--- config.mk ---
export PLATFORM = sky130hd
export DESIGN_NAME = vector_polar_angle
export DESIGN_NICKNAME = d
export VERILOG_FILES = /design/src/rtl/vpa_pkg.sv /design/src/rtl/vpa_prerot.sv /design/src/rtl/vpa_cell.sv /design/src/rtl/vpa_round.sv /design/src/rtl/vector_polar_angle.sv
export SDC_FILE = /design/constraint.sdc
export NUM_CORES = 2
export LEC_CHECK = 0
export BUFFER_PORTS_ARGS = -buffer_cell sky130_fd_sc_hd__buf_2
export CAP_MARGIN = 20
export CORE_UTILIZATION = 65
export CTS_BUF_LIST = sky130_fd_sc_hd__clkbuf_16
export DETAILED_ROUTE_END_ITERATION = 12
export PLACE_DENSITY = 0.92
export SLEW_MARGIN = 20
export SYNTH_ARGS = -nofsm -noshare
export SYNTH_HDL_FRONTEND = slang
export SYNTH_SLANG_ARGS = --single-unit
--- constraint.sdc ---
create_clock -name clk_i -period 9.9 [get_ports clk_i]
set_input_delay 0.99 -clock clk_i [delete_from_list [all_inputs] [get_ports clk_i]]
set_output_delay 0.99 -clock clk_i [all_outputs]
set_load 0.01 [all_outputs]
--- src/rtl/vpa_pkg.sv ---
// ============================================================================
// vpa_pkg
// Shared types, widths and the arctangent table of the polar angle pipeline.
// ============================================================================
package vpa_pkg;

  localparam int InputWidth  = 16;
  localparam int Iterations  = 16;
  localparam int TableLen    = 25;
  localparam int NumCells    = (Iterations > TableLen) ? TableLen : Iterations;
  localparam int FracBits    = 24;
  localparam int DataWidth   = InputWidth + FracBits + 4;
  localparam int AngleWidth  = 28;
  localparam int ShiftWidth  = 5;
  localparam int ExtraBits   = 11;
  localparam int ResWidth    = AngleWidth - ExtraBits;

  localparam logic signed [AngleWidth-1:0] HalfPiQ24  = 28'sd26353589;
  localparam logic signed [AngleWidth-1:0] RoundConst = 28'sd1024;
  localparam logic signed [ResWidth-1:0]   PiQ13      = 17'sd25736;
  localparam logic signed [ResWidth-1:0]   NegPiQ13   = -17'sd25736;

  typedef struct packed {
    logic signed [InputWidth-1:0] x_coord;
    logic signed [InputWidth-1:0] y_coord;
  } vpa_in_t;

  typedef struct packed {
    logic signed [15:0] angle;
    logic               at_origin;
  } vpa_out_t;

  typedef struct packed {
    logic                         origin;
    logic signed [DataWidth-1:0]  x;
    logic signed [DataWidth-1:0]  y;
    logic signed [AngleWidth-1:0] z;
  } vpa_stage_t;

  function automatic logic signed [AngleWidth-1:0] atan_q24(input logic [ShiftWidth-1:0] idx);
    logic signed [AngleWidth-1:0] val;
    unique case (idx)
      5'd0:    val = 28'sd13176795;
      5'd1:    val = 28'sd7778716;
      5'd2:    val = 28'sd4110060;
      5'd3:    val = 28'sd2086331;
      5'd4:    val = 28'sd1047214;
      5'd5:    val = 28'sd524117;
      5'd6:    val = 28'sd262123;
      5'd7:    val = 28'sd131069;
      5'd8:    val = 28'sd65536;
      5'd9:    val = 28'sd32768;
      5'd10:   val = 28'sd16384;
      5'd11:   val = 28'sd8192;
      5'd12:   val = 28'sd4096;
      5'd13:   val = 28'sd2048;
      5'd14:   val = 28'sd1024;
      5'd15:   val = 28'sd512;
      5'd16:   val = 28'sd256;
      5'd17:   val = 28'sd128;
      5'd18:   val = 28'sd64;
      5'd19:   val = 28'sd32;
      5'd20:   val = 28'sd16;
      5'd21:   val = 28'sd8;
      5'd22:   val = 28'sd4;
      5'd23:   val = 28'sd2;
      5'd24:   val = 28'sd1;
      default: val = '0;
    endcase
    return val;
  endfunction

endpackage

--- src/rtl/vpa_prerot.sv ---
// ============================================================================
// vpa_prerot
// Input stage: scales the vector, detects the origin and turns left-half
// vectors by a quarter turn so that x is not negative.
// ============================================================================
module vpa_prerot (
  input  logic                clk_i,
  input  logic                rst_ni,
  input  logic                valid_i,
  input  vpa_pkg::vpa_in_t    data_i,
  output logic                valid_o,
  output vpa_pkg::vpa_stage_t stage_o
);
  import vpa_pkg::*;

  logic                         valid_q;
  vpa_stage_t                   stage_d, stage_q;
  logic signed [DataWidth-1:0]  x_s, y_s;

  always_comb begin
    x_s = DataWidth'(data_i.x_coord) <<< FracBits;
    y_s = DataWidth'(data_i.y_coord) <<< FracBits;
    stage_d.origin = (data_i.x_coord == '0) && (data_i.y_coord == '0);
    stage_d.x = x_s;
    stage_d.y = y_s;
    stage_d.z = '0;
    if (x_s < 0) begin
      if (y_s >= 0) begin
        stage_d.x = y_s;
        stage_d.y = -x_s;
        stage_d.z = HalfPiQ24;
      end else begin
        stage_d.x = -y_s;
        stage_d.y = x_s;
        stage_d.z = -HalfPiQ24;
      end
    end
  end

  always_ff @(posedge clk_i or negedge rst_ni) begin
    if (!rst_ni) begin
      valid_q <= 1'b0;
    end else begin
      valid_q <= valid_i;
    end
  end

  always_ff @(posedge clk_i) begin
    if (valid_i) begin
      stage_q <= stage_d;
    end
  end

  assign valid_o = valid_q;
  assign stage_o = stage_q;

endmodule

--- src/rtl/vpa_cell.sv ---
// ============================================================================
// vpa_cell
// One CORDIC vectoring micro-rotation, registered, handing its vector and
// angle sum to the next cell every cycle.
// ============================================================================
module vpa_cell (
  input  logic                                     clk_i,
  input  logic                                     rst_ni,
  input  logic [vpa_pkg::ShiftWidth-1:0]           shift_i,
  input  logic signed [vpa_pkg::AngleWidth-1:0]    atan_i,
  input  logic                                     valid_i,
  input  vpa_pkg::vpa_stage_t                      stage_i,
  output logic                                     valid_o,
  output vpa_pkg::vpa_stage_t                      stage_o
);
  import vpa_pkg::*;

  logic                        valid_q;
  vpa_stage_t                  stage_d, stage_q;
  logic signed [DataWidth-1:0] xs, ys;

  always_comb begin
    xs = stage_i.x >>> shift_i;
    ys = stage_i.y >>> shift_i;
    stage_d.origin = stage_i.origin;
    if (!stage_i.y[DataWidth-1]) begin
      stage_d.x = stage_i.x + ys;
      stage_d.y = stage_i.y - xs;
      stage_d.z = stage_i.z + atan_i;
    end else begin
      stage_d.x = stage_i.x - ys;
      stage_d.y = stage_i.y + xs;
      stage_d.z = stage_i.z - atan_i;
    end
  end

  always_ff @(posedge clk_i or negedge rst_ni) begin
    if (!rst_ni) begin
      valid_q <= 1'b0;
    end else begin
      valid_q <= valid_i;
    end
  end

  always_ff @(posedge clk_i) begin
    if (valid_i) begin
      stage_q <= stage_d;
    end
  end

  assign valid_o = valid_q;
  assign stage_o = stage_q;

endmodule

--- src/rtl/vpa_round.sv ---
// ============================================================================
// vpa_round
// Output stage: rounds the angle sum to Q2.13, clamps sums above plus pi to
// plus pi, folds minus pi onto plus pi and forces the origin case to zero.
// ============================================================================
module vpa_round (
  input  logic                clk_i,
  input  logic                rst_ni,
  input  logic                valid_i,
  input  vpa_pkg::vpa_stage_t stage_i,
  output logic                valid_o,
  output vpa_pkg::vpa_out_t   result_o
);
  import vpa_pkg::*;

  logic                         valid_q;
  vpa_out_t                     result_d, result_q;
  logic signed [AngleWidth-1:0] sum;
  logic signed [ResWidth-1:0]   res;
  logic signed [ResWidth-1:0]   sat;

  always_comb begin
    sum = stage_i.z + RoundConst;
    res = sum[AngleWidth-1:ExtraBits];
    if (res > PiQ13 || res <= NegPiQ13) begin
      sat = PiQ13;
    end else begin
      sat = res;
    end
    result_d.at_origin = stage_i.origin;
    result_d.angle     = stage_i.origin ? 16'sd0 : sat[15:0];
  end

  always_ff @(posedge clk_i or negedge rst_ni) begin
    if (!rst_ni) begin
      valid_q <= 1'b0;
    end else begin
      valid_q <= valid_i;
    end
  end

  always_ff @(posedge clk_i) begin
    if (valid_i) begin
      result_q <= result_d;
    end
  end

  assign valid_o  = valid_q;
  assign result_o = result_q;

endmodule

--- src/rtl/vector_polar_angle.sv ---
// ============================================================================
// vector_polar_angle
// Polar angle of a signed vector, atan2(y, x), in Q2.13 radians.
// ============================================================================
// A new vector is taken on every clock cycle and busy_o never rises. Each
// result appears on done_o after its start beat has passed through one input
// stage, one registered cell per micro-rotation and one rounding stage. The
// receiver cannot stall, so every result beat must be taken in the cycle it
// is shown.
module vector_polar_angle (
  input  logic              clk_i,
  input  logic              rst_ni,
  input  logic              start_i,
  input  vpa_pkg::vpa_in_t  in_i,
  output logic              busy_o,
  output logic              done_o,
  output vpa_pkg::vpa_out_t result_o
);
  import vpa_pkg::*;

  localparam int Latency = NumCells + 2;

  logic       valid_s [NumCells+1];
  vpa_stage_t stage_s [NumCells+1];

  assign busy_o = 1'b0;

  vpa_prerot u_prerot (
    .clk_i   (clk_i),
    .rst_ni  (rst_ni),
    .valid_i (start_i),
    .data_i  (in_i),
    .valid_o (valid_s[0]),
    .stage_o (stage_s[0])
  );

  for (genvar i = 0; i < NumCells; i++) begin : g_cell
    vpa_cell u_cell (
      .clk_i   (clk_i),
      .rst_ni  (rst_ni),
      .shift_i (ShiftWidth'(i)),
      .atan_i  (atan_q24(ShiftWidth'(i))),
      .valid_i (valid_s[i]),
      .stage_i (stage_s[i]),
      .valid_o (valid_s[i+1]),
      .stage_o (stage_s[i+1])
    );
  end

  vpa_round u_round (
    .clk_i    (clk_i),
    .rst_ni   (rst_ni),
    .valid_i  (valid_s[NumCells]),
    .stage_i  (stage_s[NumCells]),
    .valid_o  (done_o),
    .result_o (result_o)
  );

  a_latency: assert property (@(posedge clk_i) disable iff (!rst_ni)
    start_i |-> ##Latency done_o)
    else $error("result beat missing after fixed latency");

  a_range: assert property (@(posedge clk_i) disable iff (!rst_ni)
    done_o |-> (result_o.angle > -16'sd25736 && result_o.angle <= 16'sd25736))
    else $error("angle outside (-pi, pi]");

  a_origin: assert property (@(posedge clk_i) disable iff (!rst_ni)
    (done_o && result_o.at_origin) |-> (result_o.angle == 16'sd0))
    else $error("origin result with nonzero angle");

  a_no_spurious: assert property (@(posedge clk_i) disable iff (!rst_ni)
    (done_o && $past(rst_ni, Latency)) |-> $past(start_i, Latency))
    else $error("result beat without a start beat");

endmodule

# After elaboration in Yosys (flattened, before gate mapping)
# Index checks and enable logic that the tools add are counted.
# totals
register_bits	1892
latchBits	0
ramBits	0
rom_bits	0
in_bits	35
wordCells	211
memories	0
# classes
n_addsub	92
multipliers	0
div	0
n_lt_le_gt_ge	4
eq_ne	0
shift	0
muxes	19
bitwise_logic	1
reduce_logical	7
# op_table
op	n
$mux 116	16
$add 44x31->44	2
$add 44x32->44	2
$add 44x33->44	2
$add 44x34->44	2
$add 44x35->44	2
$add 44x36->44	2
$add 44x37->44	2
$add 44x38->44	2
$add 44x39->44	2
$add 44x40->44	2
$add 44x41->44	2
$add 44x42->44	2
$add 44x43->44	2
$neg 40->44	2
$sub 44x31->44	2
$sub 44x32->44	2
$sub 44x33->44	2
$sub 44x34->44	2
$sub 44x35->44	2
$sub 44x36->44	2
$sub 44x37->44	2
$sub 44x38->44	2
$sub 44x39->44	2
51 further kinds	61

# Logic depth before layout (Yosys ltp)
# depth
depth_word	4
mapped_depth	25

# Hierarchy
# Synthesis repeated with hierarchy kept, for this count alone.
# unflattened
cells_unflattened	34466
area_unflattened_um2	315787.9
# by_module_without_submodules
module	instances	cells_per_inst	area_each_um2
vpa_cell at g_cell[0].u_cell ...	8	2118	19328.5
vpa_cell at g_cell[5].u_cell ...	3	2082	19294.8
vpa_cell at g_cell[9].u_cell	1	2232	20527.2
vpa_cell at g_cell[4].u_cell	1	2187	20302.0
vpa_cell at g_cell[7].u_cell	1	2213	19712.7
vpa_cell at g_cell[11].u_cell	1	2148	19261.0
vpa_cell at g_cell[12].u_cell	1	2048	19102.1
vpa_prerot	1	293	2916.5
vpa_round	1	152	1438.9
vector_polar_angle	1	3	15.0

# Least setup slack after synthesis
# No wires, ideal clock.
# synth_path
path_type	reg2reg
from	reg g_cell[6].u_cell.stage_q, in the netlist g_cell[6].u_cell.stage_o[83]
to	reg g_cell[7].u_cell.stage_q, in the netlist g_cell[7].u_cell.stage_o[71] (data pin)
setup_ps	258
t_arrival_ps	4935
required_time_ps	9642
setup_slack_ps	4707
stages_incl_launch_ff	20
path_cell_list	edfxtp_1 > nor4_1 > nor4b_1 > nor3b_1 > a21oi_1 > xor2_1 > ha_1 > a21o_1 > a21oi_1 > o21bai_1 > nor3b_1 > a21oi_1 > nor4_1 > o31ai_1 > o41a_1 > a221oi_1 > nor2b_1 > a311o_1 > a21oi_1 > xnor2_1
# synth_lines
element	line_no	source
start, declared	vpa_cell.sv:19	vpa_stage_t stage_d, stage_q;
start signal, assigned	vpa_cell.sv:47	stage_q <= stage_d;
end signal, assigned	vpa_cell.sv:47	
end, declared	vpa_cell.sv:19	

==> flow_metrics.env <==
export IMPL_clockRootBuffer="clkbuf_16"
export IMPL_finalCritPeriodShare_pct=62.3
export IMPL_cp_required_ps=10490
export IMPL_die_width_um=434
export IMPL_synth_cells=12700
export IMPL_routed_wl_mm=316
export IMPL_cts_sinks=1448
export IMPL_clk_path_buf_depth=3
export IMPL_fmax_ghz=0.162
export IMPL_start_util_pct=65.4
export IMPL_syn_to_final_growth_pct=6.81
export IMPL_ys_dominant_reg_cell="edfxtp_1"
export IMPL_row_count=158
export IMPL_layout_nets=14200
export IMPL_worstMarginPinSlew_ps=1100
export IMPL_final_antenna_net_count=0
export IMPL_synth_edff_count=1430
export IMPL_setup_tns_final_ps=0
export IMPL_dr_wl_met2_mm=154
export IMPL_path_buf_inv=0
export IMPL_die_height_um=434
export IMPL_m1WireLength_mm=115
export IMPL_ys_async_sr_fraction_pct=1.24
export IMPL_rsz0062_at_grt="false"
export IMPL_ys_warn_count=0
export IMPL_criticalPathCategory="flip-flop to flip-flop"
export IMPL_drc_errors=0
export IMPL_worstHoldPathType="input port to async pin"
export IMPL_crit_path_end_kind="flip-flop"
export IMPL_place_port_buffers=52
export IMPL_grt_pass1_wl_mm=495
export IMPL_dieArea_um2=188000
export IMPL_ys_types=100
export IMPL_dr_pass1_iters=6
export IMPL_multi_input_area_um2=74700
export IMPL_ys_ff_latch=1448
export IMPL_setup_violations=0
export IMPL_synth_area_per_cell_um2=9.53
export IMPL_cts_tree="done"
export IMPL_coreArea_um2=185000
export IMPL_worstSetupStartpointType="flip-flop"
export IMPL_insertion_delay_ps=870
export IMPL_fill_cells=13000
export IMPL_syn_area_um2=121000
export IMPL_grt_pass1_vias=94700
export IMPL_critPathMaxFanout=10
export IMPL_drt_iter0_drc=8359
export IMPL_clkTransAtPathRegs_ps=60
export IMPL_cap_violations=0
export IMPL_post_cts_buffers=0
export IMPL_cp_arrival_ps=6770
export IMPL_gp_congestion=1.04
export IMPL_grt_usage_pct=32.9
export IMPL_yosysTopAreaCell="edfxtp_1"
export IMPL_drt_vias_per_instance=6.37
export IMPL_hold_violations=0
export IMPL_finalMaxSlewViolations=0
export IMPL_synth_top_area_share_pct=35.5
export IMPL_slew_headroom_pct=26.2
export IMPL_drive_gt1_share_pct=3.81
export IMPL_outcome="finished, final reports clean"
export IMPL_critical_path_slowest_cell="a2111oi_0"
export IMPL_hpwlAfterDp_mm=243
export IMPL_postCtsResizedCells=0
export IMPL_netlist_top_cells_area="edfxtp_1 35%, ha_1 14%, xnor2_1 9.0%"
export IMPL_hold_buffers=0
export IMPL_period_minus_slack_ps=6170
export IMPL_dr_total_vias=97900
export IMPL_yosysSeqAreaShare_pct=35.8
export IMPL_skew_ps=62.7
export IMPL_wl_per_cell_um=20.6
export IMPL_dr_max_layer_used="met4"
export IMPL_cpLargestDelayFamily="compound AO/OA/AOI/OAI gates"
export IMPL_register_area_um2=43400
export IMPL_grt_start_max_net_pins=77
export IMPL_numCtsBuffers=157
export IMPL_io_pins=54
export IMPL_path_cells="nor4_1 -> nand2_1 -> nor3_1 -> and2_1 -> nor2b_1 -> nor2_1 -> xor2_1 -> ha_1 -> a21o_1 -> a21oi_1 -> o21bai_1 -> a2111oi_0 -> o21ai_0 -> o211ai_1 -> a21oi_1 -> o21ai_0 -> nand2b_1 -> a21o_1 -> a21oi_1 -> o21ai_0 -> xor2_1"
export IMPL_max_stage_delay_ps=680
export IMPL_cts_htree_levels=4
export IMPL_met3_length_mm=18.6
export IMPL_antenna_found_initial=1
export IMPL_grt_overflow_total=0
==> layout make-up <==
| class | instances | share of cell area [%] |
|---|---|---|
| Sequential cell | 1448 | 33.6 |
| Inverter | 572 | 1.66 |
| Tap cell | 2480 | 2.40 |
| Clock buffer | 157 | 3.04 |
| Antenna cell | 1 | 0.00194 |
| Multi-Input combinational cell | 10500 | 57.8 |
| Clock inverter | 125 | 0.992 |
| Timing Repair Buffer | 107 | 0.521 |
==> final timing paths <==
| check | slack [ps] | from | to | depth (start not counted) |
|---|---|---|---|---|
| setup / recovery | 3730 | g_cell[5].u_cell.stage_o[81] | g_cell[6].u_cell.stage_o[71] | 21 |
| hold / removal | 130 | rst_ni | u_round.valid_o | 1 |
| setup reg to reg | 3730 | g_cell[5].u_cell.stage_o[81] | g_cell[6].u_cell.stage_o[71] | 21 |
| hold reg to reg | 420 | g_cell[3].u_cell.stage_o[116] | g_cell[4].u_cell.stage_o[116] | 0 |
| max in group asynchronous | 9270 | rst_ni | g_cell[3].u_cell.valid_o | 1 |
| min in group clk_i | 420 | g_cell[3].u_cell.stage_o[116] | g_cell[4].u_cell.stage_o[116] | 0 |
==> metal layers <==
metal | up-vias | track usage (%)
li1 | 46700 | -
met1 | 45800 | 35.5
met2 | 4126 | 58.0
met3 | 1255 | 4.48
met4 | 0 | 25.9
met5 | - | 0
==> per-stage QoR <==
stage	worst slack (ps)	cells	hold slack, ps	util, %	cell area, um2
detailed placement	4040	15100	405	67.0	124000
CTS	3990	15400	143	69.8	129000
finish	3730	15400	132	69.8	129000
global placement	4020	15100	401	67.0	124000
global route	3330	15400	168	69.8	129000
floorplan	4710	12700	400	-	121000
==> placed cells by master (no fill, tap or decap), types with 189 or more instances in the layout <==
master       n
o21bai_1   189
nor2_1    1253
ha_1      1390
nor3_1     341
o21ai_0    526
a21o_1     636
nand2_1    619
xor2_1     679
xnor2_1   1243
nor2b_1    194
a21oi_1   1430
edfxtp_1  1430
inv_1      594
==> kinds of logic after synthesis <==
logic type / synth area share, %
AOI/OAI and AO/OA: 18.6
xor gates and xnor gates: 13.9
adders and majority gates: 14.9
buffers and inverters: 2.44
DFF: 35.8
muxes: 0.476
other: 0.00310
and+or+nand+nor: 13.8
==> cell usage after synthesis, types with 18 or more instances <==
| cell type | number |
|---|---|
| a211oi_1 | 72 |
| a21boi_0 | 41 |
| a21o_1 | 636 |
| a21oi_1 | 1430 |
| a221oi_1 | 28 |
| a31o_2 | 26 |
| a31oi_1 | 124 |
| and2_1 | 87 |
| and3_1 | 111 |
| and4_1 | 32 |
| buf_1 | 19 |
| clkbuf_1 | 187 |
| dfrtp_1 | 18 |
| edfxtp_1 | 1430 |
| fa_1 | 35 |
| ha_1 | 1390 |
| inv_1 | 568 |
| mux2_2 | 29 |
| mux2i_1 | 25 |
| nand2_1 | 619 |
| nand2b_1 | 186 |
| nand3_1 | 182 |
| nand4_1 | 103 |
| nor2_1 | 1253 |
| nor2b_1 | 194 |
| nor3_1 | 341 |
| nor3b_1 | 27 |
| nor4_1 | 108 |
| o211ai_1 | 36 |
| o21a_1 | 144 |
| o21ai_0 | 526 |
| o21bai_1 | 189 |
| o31a_1 | 26 |
| o31ai_1 | 56 |
| o41ai_1 | 52 |
| or2_2 | 45 |
| or3_1 | 94 |
| or4_1 | 33 |
| xnor2_1 | 1243 |
| xor2_1 | 679 |
==> state kept, by name, summed over array words and instances, names as in the netlist <==
name / flops
g_cell.u_cell.stage_o: 1370
g_cell.u_cell.valid_o: 16
u_prerot.stage_o: 43
u_prerot.valid_o: 1
u_round.result_o: 17
u_round.valid_o: 1
Power is not shown: default switching activity piles up to over one toggle a cycle in this logic, so the estimate is an artifact.
